[src/rtl/chol_pkg.sv]
`default_nettype none
// ----------------------------------------------------------------------------
// chol_pkg
// Shared types and constants of the Cholesky factorizer.
// ----------------------------------------------------------------------------
package chol_pkg;

    typedef enum logic [3:0] {
        ST_LOAD,
        ST_INIT,
        ST_ACC_RD,
        ST_ACC_MUL,
        ST_ACC_ADD,
        ST_SAT,
        ST_SQRT,
        ST_DIV,
        ST_WRITE,
        ST_OUT_RD,
        ST_OUT_WAIT
    } t_state;

    typedef struct packed {
        logic load_wr;
        logic clr_acc;
        logic acc_rd;
        logic acc_mul;
        logic acc_add;
        logic sat;
        logic sqrt_start;
        logic div_start;
        logic wr_factor;
        logic out_rd;
        logic [2:0] i;
        logic [2:0] j;
        logic [2:0] k;
        logic [5:0] load_addr;
    } t_cmd;

    typedef struct packed {
        logic sqrt_done;
        logic div_done;
        logic pivot_pos;
    } t_status;

endpackage : chol_pkg
`default_nettype wire

[src/rtl/chol_ctrl.sv]
`default_nettype none
// ----------------------------------------------------------------------------
// chol_ctrl
// Sequencer of load, factorization and output of the factorizer.
// ----------------------------------------------------------------------------
module chol_ctrl #(
    parameter int MAX_N = 8
) (
    input  wire logic              i_clk,
    input  wire logic              i_rst_n,
    input  wire logic              i_cfg_we,
    input  wire logic [3:0]        i_cfg_wdata,
    input  wire logic              i_valid,
    output logic                   o_stall,
    output logic                   o_valid,
    input  wire logic              i_stall,
    output logic [2:0]             o_row_index,
    output logic [2:0]             o_column_index,
    output logic                   o_last_of_run,
    input  wire chol_pkg::t_status i_status,
    output chol_pkg::t_cmd         o_cmd
);
    chol_pkg::t_state r_state, n_state;
    logic [3:0] r_size;
    logic [6:0] r_cnt;
    logic [2:0] r_i, r_j, r_k, r_n1;
    logic [2:0] n_i, n_j, n_k;
    logic [3:0] nact;
    logic [6:0] total;
    logic       r_ov;
    logic [2:0] r_or, r_oc;
    logic       r_ol;

    assign nact = (r_size == 4'd0) ? 4'd1 :
                  (r_size > 4'(MAX_N)) ? 4'(MAX_N) : r_size;
    assign total = {3'd0, nact} * {3'd0, nact};

    logic acc_in;
    assign acc_in = (r_state == chol_pkg::ST_LOAD) && i_valid;
    assign o_stall = (r_state != chol_pkg::ST_LOAD);

    // sqrt/div handshake pulses: issue on state entry
    logic r_sq_go, r_dv_go;

    always_comb begin
        n_state = r_state;
        n_i = r_i;
        n_j = r_j;
        n_k = r_k;
        unique case (r_state)
            chol_pkg::ST_LOAD:
                if (acc_in && r_cnt + 7'd1 >= total) begin
                    n_state = chol_pkg::ST_INIT;
                    n_i = 3'd0;
                    n_j = 3'd0;
                end
            chol_pkg::ST_INIT: begin
                n_k = 3'd0;
                if (r_j < r_i) n_state = chol_pkg::ST_WRITE;
                else if (r_i == 3'd0) n_state = chol_pkg::ST_SAT;
                else n_state = chol_pkg::ST_ACC_RD;
            end
            chol_pkg::ST_ACC_RD:  n_state = chol_pkg::ST_ACC_MUL;
            chol_pkg::ST_ACC_MUL: n_state = chol_pkg::ST_ACC_ADD;
            chol_pkg::ST_ACC_ADD: begin
                if (r_k + 3'd1 == r_i) n_state = chol_pkg::ST_SAT;
                else begin
                    n_k = r_k + 3'd1;
                    n_state = chol_pkg::ST_ACC_RD;
                end
            end
            chol_pkg::ST_SAT: n_state = chol_pkg::ST_SQRT;
            chol_pkg::ST_SQRT:
                if (r_j != r_i || !i_status.pivot_pos) n_state = chol_pkg::ST_DIV;
                else if (i_status.sqrt_done && !r_sq_go) n_state = chol_pkg::ST_DIV;
            chol_pkg::ST_DIV:
                if (!i_status.pivot_pos || (i_status.div_done && !r_dv_go))
                    n_state = chol_pkg::ST_WRITE;
            chol_pkg::ST_WRITE: begin
                if (r_j == r_n1) begin
                    n_j = 3'd0;
                    if (r_i == r_n1) begin
                        n_i = 3'd0;
                        n_state = chol_pkg::ST_OUT_RD;
                    end else begin
                        n_i = r_i + 3'd1;
                        n_state = chol_pkg::ST_INIT;
                    end
                end else begin
                    n_j = r_j + 3'd1;
                    n_state = chol_pkg::ST_INIT;
                end
            end
            chol_pkg::ST_OUT_RD: n_state = chol_pkg::ST_OUT_WAIT;
            chol_pkg::ST_OUT_WAIT:
                if (r_ov && !i_stall) begin
                    if (r_ol) n_state = chol_pkg::ST_LOAD;
                    else begin
                        n_state = chol_pkg::ST_OUT_RD;
                        if (r_j == r_n1) begin
                            n_j = 3'd0;
                            n_i = r_i + 3'd1;
                        end else n_j = r_j + 3'd1;
                    end
                end
            default: n_state = chol_pkg::ST_LOAD;
        endcase
    end

    always_comb begin
        o_cmd = '0;
        o_cmd.i = r_i;
        o_cmd.j = r_j;
        o_cmd.k = r_k;
        o_cmd.load_addr = r_cnt[5:0];
        o_cmd.load_wr = acc_in;
        unique case (r_state)
            chol_pkg::ST_INIT: begin
                o_cmd.clr_acc = 1'b1;
                o_cmd.load_addr = 6'({3'd0, r_j} * {2'd0, nact} + {3'd0, r_i});
            end
            chol_pkg::ST_ACC_RD:  o_cmd.acc_rd = 1'b1;
            chol_pkg::ST_ACC_MUL: o_cmd.acc_mul = 1'b1;
            chol_pkg::ST_ACC_ADD: o_cmd.acc_add = 1'b1;
            chol_pkg::ST_SAT:     o_cmd.sat = 1'b1;
            chol_pkg::ST_SQRT:    o_cmd.sqrt_start = r_sq_go && (r_j == r_i);
            chol_pkg::ST_DIV:     o_cmd.div_start = r_dv_go;
            chol_pkg::ST_WRITE:   o_cmd.wr_factor = 1'b1;
            chol_pkg::ST_OUT_RD: begin
                o_cmd.out_rd = 1'b1;
                o_cmd.load_addr = 6'({3'd0, r_i} * 6'(MAX_N) + {3'd0, r_j});
            end
            default: ;
        endcase
    end

    always_ff @(posedge i_clk) begin
        if (!i_rst_n) begin
            r_state <= chol_pkg::ST_LOAD;
            r_size  <= 4'(MAX_N);
            r_cnt   <= 7'd0;
            r_ov    <= 1'b0;
            r_sq_go <= 1'b1;
            r_dv_go <= 1'b1;
        end else begin
            r_state <= n_state;
            r_sq_go <= (n_state != r_state) || (r_state != chol_pkg::ST_SQRT) ? 1'b1 : 1'b0;
            r_dv_go <= (n_state != r_state) || (r_state != chol_pkg::ST_DIV) ? 1'b1 : 1'b0;
            if (i_cfg_we) begin
                r_size <= i_cfg_wdata;
                r_cnt  <= 7'd0;
            end else if (acc_in) begin
                r_cnt <= (r_cnt + 7'd1 >= total) ? 7'd0 : r_cnt + 7'd1;
            end
            if (r_state == chol_pkg::ST_OUT_RD) begin
                r_ov <= 1'b1;
                r_or <= r_i;
                r_oc <= r_j;
                r_ol <= (r_i == r_n1) && (r_j == r_n1);
            end else if (r_ov && !i_stall) r_ov <= 1'b0;
        end
        r_i  <= n_i;
        r_j  <= n_j;
        r_k  <= n_k;
        r_n1 <= 3'(nact - 4'd1);
    end

    assign o_valid        = r_ov;
    assign o_row_index    = r_or;
    assign o_column_index = r_oc;
    assign o_last_of_run  = r_ol;
endmodule : chol_ctrl
`default_nettype wire

[config.mk]
export PLATFORM = sky130hd
export DESIGN_NAME = chol_ctrl
export DESIGN_NICKNAME = d
export VERILOG_FILES = /design/src/rtl/chol_pkg.sv /design/src/rtl/chol_ctrl.sv
export SDC_FILE = /design/constraint.sdc
export NUM_CORES = 1
export LEC_CHECK = 0
export BUFFER_PORTS_ARGS = -buffer_cell sky130_fd_sc_hd__buf_2
export CAP_MARGIN = 0
export CORE_AREA = 2 2 73 75
export CTS_BUF_LIST = sky130_fd_sc_hd__clkbuf_16
export DETAILED_ROUTE_END_ITERATION = 10
export DIE_AREA = 0 0 75 77
export PLACE_DENSITY = 0.77
export SYNTH_ARGS = -nofsm -noshare
export SYNTH_HDL_FRONTEND = slang
export SYNTH_SLANG_ARGS = --single-unit
[constraint.sdc]
create_clock -name i_clk -period 3.91 [get_ports i_clk]
set_input_delay 0.5865 -clock i_clk [delete_from_list [all_inputs] [get_ports i_clk]]
set_output_delay 0.5865 -clock i_clk [all_outputs]
set_load 0.03 [all_outputs]
* Word level (Yosys, flattened, before mapping) *
Cells that the tools add are included.

word-level totals
  flip-flop bits (word level) = 37
  bits in latches = 0
  bits in writable memories = 0
  ROM bits = 0
  bits of input ports = 12
  memories = 0

cells by class
  $add $sub $neg = 7
  multiply operators = 2
  div/mod/pow operators = 0
  order comparisons = 3
  equal/unequal tests = 24
  shift operators = 0
  multiplexer cells = 42
  bitwise operators = 1
  reduce and logical (&&, ||, !) cells = 27

operators by type and width
  cell                 number
  $mux 4               11
  $pmux 4 s11          1
  $mux 3               12
  $pmux 3 s3           2
  $eq 4x3->1 const B   4
  $mux 1               13
  $add 6x3->6          2
  $eq 3x3->1           4
  $eq 4x4->1 const B   3
  $pmux 6 s2           1
  $ne 2x2->1 const B   5
  $add 3x1->3 const B  3
  $eq 4x2->1 const B   2
  $logic_not 4->1      2
  $ne 4x3->1 const B   2
  $add 7x1->7 const B  1
  $ge 7x7->1           1
  $logic_and 1x1->1    7
  $mul 4x4->7          1
  $mux 7               1
  $mul 3x4->6          1
  $pmux 3 s2           1
  $reduce_and 6->1     1
  $eq 4x1->1 const B   1
  other kinds (16)     24

* Logic depth before layout (Yosys ltp) *
Gate-level depths: netlist (run 1).

  depth after elaboration = 11
  mapped depth = 14
  depth with buffers taken out = 14

* Worst setup path before layout (run 1) *
No wires, ideal clock.

  kind = flip-flop to output port
  start = register r_j[2]
  end = output o_cmd[5] in the netlist's numbering
  data arrival time = 3281 ps
  required time = 3323 ps
  setup slack = 43 ps
  cell stages (with the launch flop) = 11
  path buffers = 1
  cell sequence = edfxtp_1 -> clkbuf_1 -> nand2_1 -> fa_1 -> fa_1 -> fa_1 -> inv_1 -> a21o_1 -> a21oi_1 -> xnor2_1 -> o221ai_1

RTL lines
  item                    RTL line          source
  start, declared         chol_ctrl.sv:26   logic [2:0] r_i, r_j, r_k, r_n1;
  start signal, assigned  chol_ctrl.sv:163  r_j <= n_j;
  end, declared           chol_ctrl.sv:21   output chol_pkg::t_cmd o_cmd

==> out/qor.yml, run 1 <==
avgSynthCellArea_um2: 8.73
yosys_warnings: 0
drc: 0
grt_pass1_wl_um: 10000
ios: 46
leakagePower_nw: 1.60
antenna_found_initial: 0
cp-end-kind: "output port"
worst_ep_arrival_time_ns: 3.18
diodes: 0
layout_common_cells: "buf_2 (43), nor2_1 (35), nand2_1 (35)"
rr_startpoint: "r_size[2]$_SDFFE_PN0P_"
synth-edff-count: 16
areaGrowthSynthToFinish_pct: 18.9
total_power_mw: 1.40
clockBufferDepth: 2
grt_use_total_pct: 22.2
drt_pass1_iterations: 4
holdPathEnd: "r_size[3]$_SDFFE_PN1P_"
min_path_cells: 3
clk_latency_ns: 0.28
cp_max_fo: 4
worstSetupPathType: "reg2out"
core_area_um2: 4980
worst_slew_pin_slew_ns: 0.870
syn_area_um2: 2780
row_count: 26
drive_above_1_share_pct: 18.9
die_w_um: 75
cts_made_buffers: 5
final_max_slew_viol_count: 0
die_h_um: 77
fin_setup_tns_ns: 0
fin_skew_ns: 0.00565
mostFrequentLayoutCell: "buf_2"
setup_slack_ns: 0.142
wl_per_cell_um: 14.0
cap_violations: 0
clockRootBuffer: "clkbuf_16"
pwr_density_cell_nw_per_um2: 424
hold_viol: 0
clkSinkCount: 37
crit_path_start_kind: "flop"
via_per_inst: 5.37
post-place-ws_ns: 0.284
clk_pin_slew_ns: 0.06
detail-route-antenna-nets: 0
hp-start: "i_cfg_wdata[3]"
hpwlAfterDp_um: 4760
period_share_pct: 96.4
outcome: "completed"
gp_congestion: 0.873
r2r_slack_ns: 0.54
crit_start: "r_size[1]$_SDFFE_PN0P_"
nNetsFinal: 412
start_util_pct: 55.8
finalSetupViolCount: 0
cts_hold_buf: 0
drtIter0Drc: 197
grt_start_max_net_pins: 21
h-tree-depth: 2
synth_cells: 318
wirelength_um: 6070
fmax_ghz: 0.265
grt_pass1_vias: 2256
io_buffers: 45
overflow: 0
required_ns: 3.32
relSlewSlack_pct: 41.5
asyncSetResetFlopFracSynth_pct: 0
vias: 2336
synth_seq_cells: 37
ys_seq_area_share_pct: 32.5
hold_class: "in2reg"
r2r-end: "r_i[2]$_DFFE_PP_"
reg2reg_depth: 16
cts_tree: "built"
whs_ns: 0.521
synth-main-ff-cell: "dfxtp_1"
ir_drop_v: 0.000250
ys_types: 46
period_needed_ns: 3.77
die-area_um2: 5780
==> per-stage QoR <==
stage | std cells | instance area [um^2] | util, %
floorplan | 319 | 2780 | -
global placement | 427 | 3090 | 62.0
detailed placement | 427 | 3090 | 62.0
CTS | 435 | 3280 | 65.9
global route | 435 | 3300 | 66.3
finish | 435 | 3300 | 66.3
==> worst max-delay path by stage <==
| stage | endpoint |
|---|---|
| final | o_cmd[4] |
| after floorplan | o_cmd[5] |
| after global routing | o_cmd[5] |
| after CTS | o_cmd[5] |
| after global placement | o_cmd[5] |
| after detailed placement | o_cmd[5] |
==> flip-flops by register name, indices dropped and copies added (netlist names), 3 cells and up <==
name and count:
r_cnt 7, r_size 4, r_n1 3, r_j 3, o_row_index 3, o_column_index 3, r_state 4, r_k 3
r_i 3
==> cell families (layout without fill, tap and decap cells) <==
group | Yosys count | in the layout | synth area share, %
xor+xnor | 32 | 32 | 10.6
mux | 7 | 7 | 2.52
compound gates | 44 | 44 | 10.3
simple gates | 119 | 119 | 20.5
fa+ha+maj | 36 | 36 | 17.6
buf+inv | 42 | 88 | 5.91
other cells | 1 | 2 | 0.135
flops | 37 | 37 | 32.5
==> where the power goes <==
group / leakage (nW) / total (mW) / switching, mW / internal (mW)
registers: 0.320 / 0.491 / 0.0589 / 0.432
clock network: 0.0938 / 0.515 / 0.151 / 0.364
logic: 1.18 / 0.393 / 0.256 / 0.137
total: 1.60 / 1.40 / 0.466 / 0.933
==> routing by layer <==
metal	wire length, um	track usage (%)	up-vias	share of wire (%)
met1	2650	29.0	1097	44
met4	56	4.29	0	0.92
met5	0	0	-	0
met3	289	3.81	6	4.8
met2	3080	38.0	61	51
li1	-	-	1172	-
==> synth_stat cells, types with 2 or more instances <==
cell | count | share of area (%)
a21o_1 | 4 | 1.1
a21oi_1 | 13 | 2.3
a31oi_1 | 2 | 0.45
and2_1 | 5 | 1.1
and3_1 | 12 | 2.7
buf_2 | 2 | 0.36
clkbuf_1 | 11 | 1.5
dfxtp_1 | 21 | 15
edfxtp_1 | 16 | 17
fa_1 | 5 | 3.6
ha_1 | 31 | 14
inv_1 | 28 | 3.8
mux2i_1 | 7 | 2.5
nand2_1 | 35 | 4.7
nand2b_1 | 5 | 1.1
nand3_1 | 4 | 0.72
nand3b_1 | 2 | 0.54
nor2_1 | 35 | 4.7
nor2b_1 | 4 | 0.90
nor3_1 | 8 | 1.4
nor4_1 | 2 | 0.45
o2111ai_1 | 2 | 0.63
o21ai_0 | 11 | 2.0
o221ai_1 | 2 | 0.63
xnor2_1 | 16 | 5.0
xor2_1 | 15 | 4.7
==> worst max-delay path, cell delays in order, from the launching register on <==
cell and delay (ns):
dfxtp_1 0.33, nor2_1 0.10, nor2_1 0.05, nor2_1 0.14, nand2_1 0.08, fa_1 0.48
fa_1 0.56, inv_1 0.06, ha_1 0.28, a21o_1 0.18, a21oi_2 0.16, xor2_1 0.19
o221ai_2 0.11, buf_4 0.18
==> area by class of cell <==
cell class	count	area [um^2]
clock buffer	5	125
clock inverter	3	65.1
fill	427	1680
inverter	28	105
multi-input combinational	240	1730
sequential	37	902
tap	70	87.6
timing repair buffer	52	283
==> timing repair <==
| action | 4_1_cts | 5_1_grt |
|---|---|---|
| pin swaps | 0 | 5 |
| gates cloned | 0 | 0 |
| resized for setup | 1 | 9 |
| setup endpoints to repair | 1 | 2 |
| setup buffers | 0 | 0 |
No activity file was read; power rests on OpenSTA's default activity.
==> inputs of run 2 (changes only) <==
==> constraint.sdc (replaced) <==
create_clock -name i_clk -period 4.2 [get_ports i_clk]
set_input_delay 0.63 -clock i_clk [delete_from_list [all_inputs] [get_ports i_clk]]
set_output_delay 0.63 -clock i_clk [all_outputs]
set_load 0.03 [all_outputs]
==> out/qor.yml, run 2 (synthesis results as in run 1) <==
vias: 2326
required_ns: 3.57
cp-end-kind: "output port"
post_cts_buffers: 0
drt_pass1_iterations: 5
wl_per_cell_um: 14.2
drtIter0Drc: 229
fin_skew_ns: 0.00112
combPwrFrac_pct: 27.6
clkSinkCount: 37
drive_above_1_share_pct: 16.9
overflow: 0
die_w_um: 75
grt_pass1_vias: 2232
grt_pass1_wl_um: 10200
largest_reg_flops: 7
ios: 46
nNetsFinal: 407
regMostFlops: "r_cnt"
row_count: 26
finalSetupViolCount: 0
hold_class: "reg2reg"
clk_pin_slew_ns: 0.06
power.switching_uw: 434
cts_tree: "built"
period_share_pct: 95.2
io_buffers: 45
hold_viol: 0
relSlewSlack_pct: 42.6
seqPwrFrac_pct: 35.3
placed_area_um2: 3050
outcome: "completed"
drc: 0
stdcell_area_um2: 3250
mostFrequentLayoutCell: "buf_2"
period_needed_ns: 4.00
p_clk_share_pct: 37.1
total_power_mw: 1.30
cts_made_buffers: 5
cap_violations: 0
final_max_slew_viol_count: 0
h-tree-depth: 2
die-area_um2: 5780
antenna_found_initial: 0
fmax_ghz: 0.250
clk_latency_ns: 0.28
crit_path_start_kind: "flop"
layout_common_cells: "buf_2 (44), nand2_1 (35), nor2_1 (34)"
clockRootBuffer: "clkbuf_16"
grt_use_total_pct: 22.5
cp_max_fo: 8
hpwlAfterDp_um: 4730
pwr_density_cell_nw_per_um2: 400
detail-route-antenna-nets: 0
start_util_pct: 55.8
die_h_um: 77
core_area_um2: 4980
p_sw_share_pct: 33.4
clockBufferDepth: 2
grt_start_max_net_pins: 21
diodes: 0
wirelength_um: 6100
cts_hold_buf: 0
leakagePower_nw: 1.57
largestRegisters: "r_cnt (7), r_size (4), r_state (4)"
worstSetupPathType: "reg2out"
intPower_uw: 866
ir_drop_v: 0.000186
areaGrowthSynthToFinish_pct: 17.0
worst_ep_arrival_time_ns: 3.37
via_per_inst: 5.41
gp_congestion: 0.908
worst_slew_pin_slew_ns: 0.854
==> run 2: path summary, 6_finish.rpt <==
check	start	to	slack (ns)	cells after the start
hold / removal	o_valid$_SDFFE_PN0P_	o_valid$_SDFFE_PN0P_	0.53	2
setup reg to reg	r_size[3]$_SDFFE_PN1P_	r_i[1]$_DFFE_PP_	0.61	13
hold reg to reg	o_valid$_SDFFE_PN0P_	o_valid$_SDFFE_PN0P_	0.53	2
setup / recovery	r_size[3]$_SDFFE_PN1P_	o_cmd[5]	0.20	11
==> run 2: layout make-up <==
type	count	area, um^2
multi-input cells	240	1720
flip-flops and latches	37	901
repair buffers	47	243
fillers	431	1730
well taps	70	87.6
clock buffers	5	125
inverters	28	105
clock inverters	3	65.1
==> run 2: routing by layer <==
layer  share of wire, %  vias to the layer above  wire [um]  track usage, %
met1                 43                     1090       2650            29.8
met5                  0                        -          0               0
met3                5.5                        8        335            3.94
li1                   -                     1161          -               -
met2                 50                       67       3050            37.5
met4                1.1                        0         68            5.18
==> run 2: power by group through the flow <==
stage               sequential (mW)  clock [mW]  combinational [mW]
floorplan                     0.448           0               0.286
global placement              0.464           0               0.351
detailed placement            0.465           0               0.357
CTS                           0.457       0.488               0.359
global route                  0.466       0.503               0.396
finish                        0.458       0.482               0.359
==> run 2: critical path: stages (launching register included) <==
cell      delay, ns
dfxtp_1        0.40
nor2b_2        0.29
nand2_1        0.12
fa_1           0.49
fa_1           0.53
fa_1           0.47
inv_1          0.07
a21o_1         0.10
a21oi_1        0.07
xnor2_1        0.13
o221ai_1       0.21
buf_4          0.20
==> run 2: metrics by stage <==
step / util, % / std cells / worst slack (ns) / TNS [ns] / hold WS [ns]
after global placement: 61.2 / 422 / 0.480 / 0 / 0.501
after floorplan: - / 319 / 0.289 / 0 / 0.491
after CTS: 65.1 / 430 / 0.0371 / 0 / 0.531
after detailed placement: 61.2 / 422 / 0.350 / 0 / 0.517
final: 65.3 / 430 / 0.200 / 0 / 0.529
after global routing: 65.3 / 430 / -0.00286 / -0.00286 / 0.581
==> run 2: repair_timing <==
action / 4_1_cts / 5_1_grt
setup endpoints to repair: 0 / 2
hold endpoints to repair: 0 / 0
resized for setup: 0 / 4
==> inputs of run 3 (changes only) <==
==> config.mk (replaced) <==
export PLATFORM = sky130hd
export DESIGN_NAME = chol_ctrl
export DESIGN_NICKNAME = d
export VERILOG_FILES = /design/src/rtl/chol_pkg.sv /design/src/rtl/chol_ctrl.sv
export SDC_FILE = /design/constraint.sdc
export NUM_CORES = 1
export LEC_CHECK = 0
export BUFFER_PORTS_ARGS = -buffer_cell sky130_fd_sc_hd__clkbuf_2
export CAP_MARGIN = 0
export CORE_AREA = 2 2 87 89
export CTS_BUF_LIST = sky130_fd_sc_hd__clkbuf_16
export DETAILED_ROUTE_END_ITERATION = 10
export DIE_AREA = 0 0 89 91
export PLACE_DENSITY = 0.57
export SYNTH_ARGS = -nofsm -noshare
export SYNTH_HDL_FRONTEND = slang
export SYNTH_SLANG_ARGS = --single-unit
==> out/qor.yml, run 3 (synthesis results as in run 1) <==
grt_start_max_net_pins: 21
met3_length_um: 280
clockRootBuffer: "clkbuf_16"
overflow: 0
hp-start: "r_cnt[6]$_SDFFE_PP0P_"
hold_viol: 0
hold_class: "reg2reg"
vias: 2319
cp-end-kind: "output port"
fin_cells: 463
dp.cells: 453
pwr_density_cell_nw_per_um2: 380
period_needed_ns: 3.97
mostFrequentLayoutCell: "clkbuf_2"
wl_per_cell_um: 13.9
seqPwrFrac_pct: 36.6
cts_made_buffers: 5
areaGrowthSynthToFinish_pct: 18.7
drt_pass1_iterations: 4
clockBufferDepth: 2
outcome: "completed"
cts_hold_buf: 0
placed_area_um2: 3100
fin_setup_tns_ns: 0
finalSetupViolCount: 0
drtIter0Drc: 92
start_util_pct: 38.9
via_per_inst: 5.01
largestRegisters: "r_cnt (7), r_size (4), r_state (4)"
die_h_um: 91
h-tree-depth: 2
hpwlAfterDp_um: 5100
detail-route-antenna-nets: 0
top_layer_used: "met4"
row_count: 31
cap_violations: 0
grt_pass1_wl_um: 10200
p_clk_share_pct: 34.5
nNetsFinal: 411
worst_ep_arrival_time_ns: 3.34
clk_pin_slew_ns: 0.06
intPower_uw: 808
cp_max_fo: 8
io_buffers: 45
largest_reg_flops: 7
final_max_slew_viol_count: 0
wl_met2_um: 3190
period_share_pct: 94.6
worst_slew_pin_slew_ns: 0.891
grt_use_total_pct: 15.9
stdcell_area_um2: 3290
worstSetupPathType: "reg2out"
die_w_um: 89
fin_skew_ns: 0.00409
grt_setup_unrepaired: "no"
grt_pass1_vias: 2099
min_path_cells: 2
ir_drop_v: 0.000163
layout_common_cells: "clkbuf_2 (43), nand2_1 (35), nor2_1 (34)"
cts_tree: "built"
drc: 0
fmax_ghz: 0.252
crit_path_start_kind: "flop"
relSlewSlack_pct: 40.2
die-area_um2: 8100
combPwrFrac_pct: 28.9
holdPathEnd: "r_cnt[6]$_SDFFE_PP0P_"
clk_latency_ns: 0.28
antenna_found_initial: 0
p_sw_share_pct: 35.5
drive_above_1_share_pct: 17.9
diodes: 0
r2r-end: "r_i[0]$_DFFE_PP_"
total_power_mw: 1.25
wirelength_um: 6450
reg2reg_depth: 14
regMostFlops: "r_cnt"
gp_congestion: 0.833
rr_startpoint: "r_size[3]$_SDFFE_PN1P_"
leakagePower_nw: 1.57
r2r_slack_ns: 0.71
ios: 46
power.switching_uw: 445
clkSinkCount: 37
core_area_um2: 7140
met1_length_um: 2940
required_ns: 3.57
-- run 3: final cells by class --
| class | instances | area [um^2] |
|---|---|---|
| repair buffers | 51 | 270 |
| flip-flops and latches | 37 | 901 |
| inverters | 28 | 105 |
| clock inverters | 3 | 46.3 |
| clock buffers | 5 | 125 |
| multi-input cells | 240 | 1720 |
| fillers | 743 | 3840 |
| well taps | 99 | 124 |
-- run 3: worst max-delay path by stage --
| stage | cells after the start | slack [ns] | start | end |
|---|---|---|---|---|
| final | 11 | 0.23 | r_size[3]$_SDFFE_PN1P_ | o_cmd[4] |
| after floorplan | 10 | 0.29 | r_j[2]$_SDFFCE_PP0P_ | o_cmd[5] |
| after CTS | 11 | 0.04 | r_size[2]$_SDFFE_PN0P_ | o_cmd[4] |
| after global placement | 13 | 0.44 | r_size[1]$_SDFFE_PN0P_ | o_cmd[5] |
| after detailed placement | 11 | 0.34 | r_size[2]$_SDFFE_PN0P_ | o_cmd[4] |
| after global routing | 13 | 0.03 | r_size[2]$_SDFFE_PN0P_ | o_cmd[5] |
-- run 3: repair_timing --
item | CTS | global route
setup buffers | 0 | 2
endpoints found under the hold margin | 0 | 0
gates resized for setup | 0 | 5
endpoints found under the setup margin | 0 | 2
-- run 3: power groups by stage --
stage               clock network [mW]  registers (mW)  logic, mW
global placement                     0           0.467      0.361
detailed placement                   0           0.466      0.362
CTS                              0.444           0.458      0.364
floorplan                            0           0.448      0.286
global route                     0.456           0.464      0.397
finish                           0.432           0.458      0.363
-- run 3: through the flow --
stage                     worst slack (ns)  hold WS [ns]  util, %
after CTS                           0.0384         0.538     45.8
after floorplan                      0.289         0.491        -
after detailed placement             0.341         0.520     43.4
after global placement               0.444         0.515     43.4
after global routing                0.0311         0.588     46.1
final                                0.226         0.533     46.1
-- run 3: routing by layer --
layer	track usage, %	up-vias
met2	26.4	61
met4	2.99	0
met1	22.1	1087
li1	-	1167
met3	2.27	4
met5	0	-
-- run 3: worst max-delay path: stages, from the launching register on --
cell and delay, ns:
dfxtp_1 0.41, nor2b_2 0.30, nand2_1 0.12, fa_1 0.47
fa_1 0.56, inv_1 0.06, ha_1 0.28, a21o_1 0.15
a21oi_1 0.17, xor2_1 0.09, o221ai_1 0.21, buf_2 0.24
